--- src/tcw_pkg.sv ---
// ----------------------------------------------------------------------------
// tcw_pkg
// Shared types and constants of the text console writer: item modes,
// character codes, the blank cell and the screen memory request.
// ----------------------------------------------------------------------------
package tcw_pkg;

	// widest cell address over all supported screen sizes
	localparam int ADDR_W = 13;

	localparam logic [1:0] MODE_PUT   = 2'd0;
	localparam logic [1:0] MODE_CLEAR = 2'd1;
	localparam logic [1:0] MODE_READ  = 2'd2;

	localparam logic [7:0] CH_BS       = 8'h08;
	localparam logic [7:0] CH_TAB      = 8'h09;
	localparam logic [7:0] CH_LF       = 8'h0A;
	localparam logic [7:0] CH_CR       = 8'h0D;
	localparam logic [7:0] CH_PRINT_LO = 8'h20;
	localparam logic [7:0] CH_PRINT_HI = 8'h7E;

	localparam logic [15:0] BLANK_CELL = 16'h0F20;
	localparam int          TAB_STOP   = 8;

	typedef struct packed {
		logic              we;
		logic [ADDR_W-1:0] waddr;
		logic [15:0]       wdata;
		logic              re;
		logic [ADDR_W-1:0] raddr;
	} mem_req_t;

	typedef struct packed {
		logic write_cell;
		logic scroll;
	} cur_flags_t;

endpackage

--- src/tcw_cursor.sv ---
// ----------------------------------------------------------------------------
// tcw_cursor
// Next cursor position for one put character, with column wrap and the
// scroll decision on row overflow.
// ----------------------------------------------------------------------------
module tcw_cursor #(
	parameter int COLUMNS = 80,
	parameter int ROWS = 25,
	localparam int CW = $clog2(COLUMNS + tcw_pkg::TAB_STOP),
	localparam int RW = $clog2(ROWS + 1)
) (
	input  logic [CW-1:0]       col,
	input  logic [RW-1:0]       row,
	input  logic [7:0]          char_code,
	output logic [CW-1:0]       col_next,
	output logic [RW-1:0]       row_next,
	output tcw_pkg::cur_flags_t flags
);

	logic [CW-1:0] col_t;
	logic [RW-1:0] row_t;

	always_comb begin
		col_t = col;
		row_t = row;
		flags = '0;
		case (char_code)
			tcw_pkg::CH_BS: begin
				if (col != '0) begin
					col_t = col - CW'(1);
				end
			end
			tcw_pkg::CH_TAB: begin
				col_t = (col & ~CW'(tcw_pkg::TAB_STOP - 1)) + CW'(tcw_pkg::TAB_STOP);
			end
			tcw_pkg::CH_CR: begin
				col_t = '0;
			end
			tcw_pkg::CH_LF: begin
				col_t = '0;
				row_t = row + RW'(1);
			end
			default: begin
				if (char_code inside {[tcw_pkg::CH_PRINT_LO:tcw_pkg::CH_PRINT_HI]}) begin
					flags.write_cell = 1'b1;
					col_t = col + CW'(1);
				end
			end
		endcase
		// wrap past the last column
		if (col_t >= CW'(COLUMNS)) begin
			col_t = '0;
			row_t = row_t + RW'(1);
		end
		// past the last row
		if (row_t >= RW'(ROWS)) begin
			row_t = RW'(ROWS - 1);
			flags.scroll = 1'b1;
		end
		col_next = col_t;
		row_next = row_t;
	end

endmodule

--- config.mk ---
export PLATFORM = sky130hd
export DESIGN_NAME = tcw_cursor
export DESIGN_NICKNAME = d
export VERILOG_FILES = /design/src/tcw_pkg.sv /design/src/tcw_cursor.sv
export SDC_FILE = /design/constraint.sdc
export NUM_CORES = 1
export LEC_CHECK = 0
export ABC_AREA = 1
export ABC_CLOCK_PERIOD_IN_PS = 2200
export BUFFER_PORTS_ARGS = -buffer_cell sky130_fd_sc_hd__buf_4
export CORE_ASPECT_RATIO = 0.5
export CORE_UTILIZATION = 29
export DETAILED_ROUTE_END_ITERATION = 12
export PLACE_DENSITY_LB_ADDON = 0.3
export SETUP_SLACK_MARGIN = 0.05
export SLEW_MARGIN = 25
export SYNTH_ARGS = -nofsm -noshare
export SYNTH_HDL_FRONTEND = slang
export SYNTH_SLANG_ARGS = --single-unit
export TNS_END_PERCENT = 30
--- constraint.sdc ---
create_clock -name vclk -period 2.2
set_clock_uncertainty 0.15 [all_clocks]
set_input_delay 0.11 -clock vclk [all_inputs]
set_output_delay 0.11 -clock vclk [all_outputs]
set_load 0.01 [all_outputs]
==> impl_results.html <==
<table>
<tr><th>Metric</th><th>Value</th></tr>
<tr><th colspan="2">Logic synthesis</th></tr>
<tr><td>Most numerous cell in the Yosys netlist</td><td>nand2_1</td></tr>
<tr><td>Complex-gate fraction of the synthesized area</td><td>0.187</td></tr>
<tr><td>Area share of fa/ha/maj cells after synthesis</td><td>0.0785</td></tr>
<tr><td>Biggest area consumer among synthesized cells</td><td>nand2_1</td></tr>
<tr><td>Number of synthesis warnings</td><td>0</td></tr>
<tr><td>Cell types with the highest counts after synthesis</td><td>54 x nand2_1, 22 x inv_1, 18 x nand3_1, 18 x nor2_1, 13 x nand2_2</td></tr>
<tr><td>Largest cells by area after synthesis</td><td>nand2_1 18%, nand3_1 8.1%, ha_1 7.8%, inv_1 7.4%, nand2_2 7.3%</td></tr>
<tr><td>Combinational family with the most area after synthesis</td><td>simple AND/OR/NAND/NOR gates</td></tr>
<tr><td>Mux contribution to synthesized area</td><td>0</td></tr>
<tr><td>Sequential element share of the synthesized area</td><td>0</td></tr>
<tr><td>Post-Syn Instances</td><td>194</td></tr>
<tr><td>Post-synthesis cell area</td><td>1120 um^2</td></tr>
<tr><td>Synth Area in XOR/XNOR</td><td>0.0628</td></tr>
<tr><td>Share of the synthesized area in the top cell type</td><td>0.182</td></tr>
<tr><td>Syn_nets</td><td>221</td></tr>
<tr><td>Post-synthesis area per instance</td><td>5.75 um^2</td></tr>
<tr><td>Synth unique cells</td><td>31</td></tr>
<tr><td>Area share of and/or/nand/nor cells after synthesis</td><td>0.561</td></tr>
<tr><th colspan="2">Critical path</th></tr>
<tr><td>Critical path class</td><td>input pin to output port</td></tr>
<tr><td>Arrival @ worst endpoint</td><td>1820 ps</td></tr>
<tr><td>Kind of capture point of the worst setup path</td><td>output port</td></tr>
<tr><td>Maximum fanout encountered on the critical timing path</td><td>7</td></tr>
<tr><td>Worst Setup EP</td><td>row_next[2]</td></tr>
<tr><td>Critical Path RT</td><td>1940 ps</td></tr>
<tr><td>Element type at the critical path start</td><td>input pin</td></tr>
<tr><td>Critical Path Start</td><td>char_code[5]</td></tr>
<tr><th colspan="2">Detailed routing</th></tr>
<tr><td>Avg WL per Cell</td><td>10.1 um</td></tr>
<tr><td>Routed via count</td><td>1287</td></tr>
<tr><td>Aggregate routed wire length</td><td>2.94 mm</td></tr>
<tr><td>Number of nets still failing antenna checks after routing</td><td>0</td></tr>
<tr><td>First-pass iteration count of the detailed router</td><td>4</td></tr>
<tr><td>Number of DRC violations after detailed routing</td><td>0</td></tr>
<tr><td>Vias per std cell</td><td>4.44</td></tr>
<tr><td>Drt first-iter violations</td><td>55</td></tr>
<tr><th colspan="2">Timing</th></tr>
<tr><td>Transition time at the pin with the least slew margin</td><td>310 ps</td></tr>
<tr><td>Count of final max-slew check failures</td><td>0</td></tr>
<tr><td>Achievable frequency</td><td>481 MHz</td></tr>
<tr><td>RSZ-0062 raised after global routing</td><td>true</td></tr>
<tr><td>Hold Vio Cnt, Final</td><td>0</td></tr>
<tr><td>Total setup violations reported at the end of the flow</td><td>0</td></tr>
<tr><td>Final critical-path required period</td><td>2080 ps</td></tr>
<tr><td>Headroom to the max-slew limit</td><td>0.791</td></tr>
<tr><td>Sum of negative setup slack</td><td>0 ps</td></tr>
<tr><td>Final cycle utilization of the critical path</td><td>0.945</td></tr>
<tr><th colspan="2">Cells and area</th></tr>
<tr><td>Filler cell count</td><td>366</td></tr>
<tr><td>Total inserted antenna cells</td><td>0</td></tr>
<tr><td>Util after Layout</td><td>0.458</td></tr>
<tr><td>Net count reported at finish</td><td>268</td></tr>
<tr><td>Area overhead of the layout relative to synthesis</td><td>45.6%</td></tr>
<tr><td>Count of clock-net buffers in the final layout</td><td>0</td></tr>
<tr><td>Number of flip-flops and latches</td><td>0</td></tr>
<tr><td>Area occupied by multi-input gates</td><td>1100 um^2</td></tr>
<tr><td>Fraction of final layout cells with drive strength greater than 1</td><td>0.439</td></tr>
<tr><td>Register area</td><td>0 um^2</td></tr>
<tr><th colspan="2">Die</th></tr>
<tr><td>X dimension of the die</td><td>89.7 um</td></tr>
<tr><td>Initial core utilization</td><td>0.315</td></tr>
<tr><td>Total Die Area</td><td>4120 um^2</td></tr>
<tr><td>Top Ports</td><td>34</td></tr>
<tr><td>Standard cell core area</td><td>3550 um^2</td></tr>
<tr><td>Die Y-Extent</td><td>45.9 um</td></tr>
<tr><td>Number of placement rows</td><td>15</td></tr>
<tr><th colspan="2">Global route</th></tr>
<tr><td>Via count of the first global-routing pass</td><td>1124</td></tr>
<tr><td>Initial antenna violation count</td><td>0</td></tr>
<tr><td>Overall routing resource usage</td><td>0.138</td></tr>
<tr><td>Remaining global-route overflow</td><td>0</td></tr>
<tr><td>Global-route wire length before repair</td><td>4.78 mm</td></tr>
<tr><td>Pin count of the biggest net entering global routing</td><td>11</td></tr>
<tr><th colspan="2">Pwr</th></tr>
<tr><td>Leakage power of the design</td><td>0.873 nW</td></tr>
<tr><td>Power density normalized to cell area</td><td>215 nW/um^2</td></tr>
<tr><td>Worst voltage drop across the vdd grid</td><td>53.4 uV</td></tr>
<tr><th colspan="2">Outcome</th></tr>
<tr><td>Run status</td><td>complete, no violations</td></tr>
<tr><th colspan="2">Placed design</th></tr>
<tr><td>Port Buf Inserts</td><td>34</td></tr>
<tr><td>Last weighted congestion value of the routability-driven placer</td><td>0.833</td></tr>
<tr><td>Placed wire-length estimate</td><td>2.35 mm</td></tr>
<tr><th colspan="2">Job</th></tr>
<tr><td>Number of max-cap violations</td><td>0</td></tr>
<tr><th colspan="2">Worst hold path</th></tr>
<tr><td>Worst hold-check path type</td><td>input pin to output port</td></tr>
</table>
==> metal layers <==
metal / up-vias / wire, um / GRT usage
met4: 0 / 0 / 0.00328
met1: 564 / 1470 / 0.188
li1: 710 / - / -
met2: 13 / 1420 / 0.266
met5: - / 0 / 0
met3: 0 / 51 / 0.00167
==> worst max-delay path, cell delays in order <==
cell and delay, ps:
buf_4 120, inv_1 60, nand2_2 90, nor2_8 200
nand2_4 100, o21ai_2 140, nor2_2 60, a21oi_4 280
nand2_8 120, o21ai_4 200, nand2_2 70, and2_4 130
buf_4 130
==> power breakdown <==
group | internal, W | total, W | switching, W | leakage [nW]
clock network | 0 | 0 | 0 | 0
logic | 0.000158 | 0.000349 | 0.000191 | 0.873
registers | 0 | 0 | 0 | 0
==> through the flow <==
stage	total power [W]	hold slack (ps)	setup slack, ps	instance area, um^2	instances
final	0.000349	497	120	1630	290
after global placement	0.000321	496	88.9	1470	284
after CTS	0.000326	503	72.7	1480	284
after global routing	0.000386	536	12.6	1630	290
after floorplan	0.000193	237	360	1120	194
after detailed placement	0.000323	502	46.8	1470	284
==> final cells by class <==
type                       instances  area share
multi-input combinational        163       0.677
timing repair buffer              46       0.212
inverter                          30      0.0708
tap                               51      0.0393
==> worst min path at each step <==
stage	endpoint	cells after the start	start
6_report	flags[1]	5	char_code[7]
5_1_grt	flags[1]	5	char_code[7]
4_1_cts	flags[1]	5	char_code[7]
3_5_place_dp	flags[1]	5	char_code[7]
3_3_place_gp	flags[1]	5	char_code[7]
2_1_floorplan	flags[1]	3	char_code[7]
==> cells by family (layout without fill, tap and decap cells) <==
group,after synthesis,count (layout)
simple gates,121,121
compound gates,27,27
fa+ha+maj,7,7
buf+inv,31,76
xor+xnor,8,8
==> repair_timing <==
item,in CTS,in global routing
pin swaps,0,11
setup endpoints to repair,1,7
setup buffers,0,6
resized for setup,2,23
hold buffers,0,0
==> cells in the final DEF (no fill, tap or decap), types with 4 or more instances in the layout <==
cell | netlist | final
a21oi_1 | 9 | 9
buf_4 | 0 | 46
ha_4 | 0 | 4
inv_1 | 22 | 20
inv_2 | 8 | 9
nand2_1 | 54 | 53
nand2_2 | 13 | 11
nand2_4 | 4 | 6
nand3_1 | 18 | 18
nor2_1 | 18 | 13
nor2_2 | 1 | 5
nor2_4 | 6 | 7
o21ai_2 | 3 | 5
xor2_1 | 6 | 5
No activity file was read; power rests on OpenSTA's default activity.
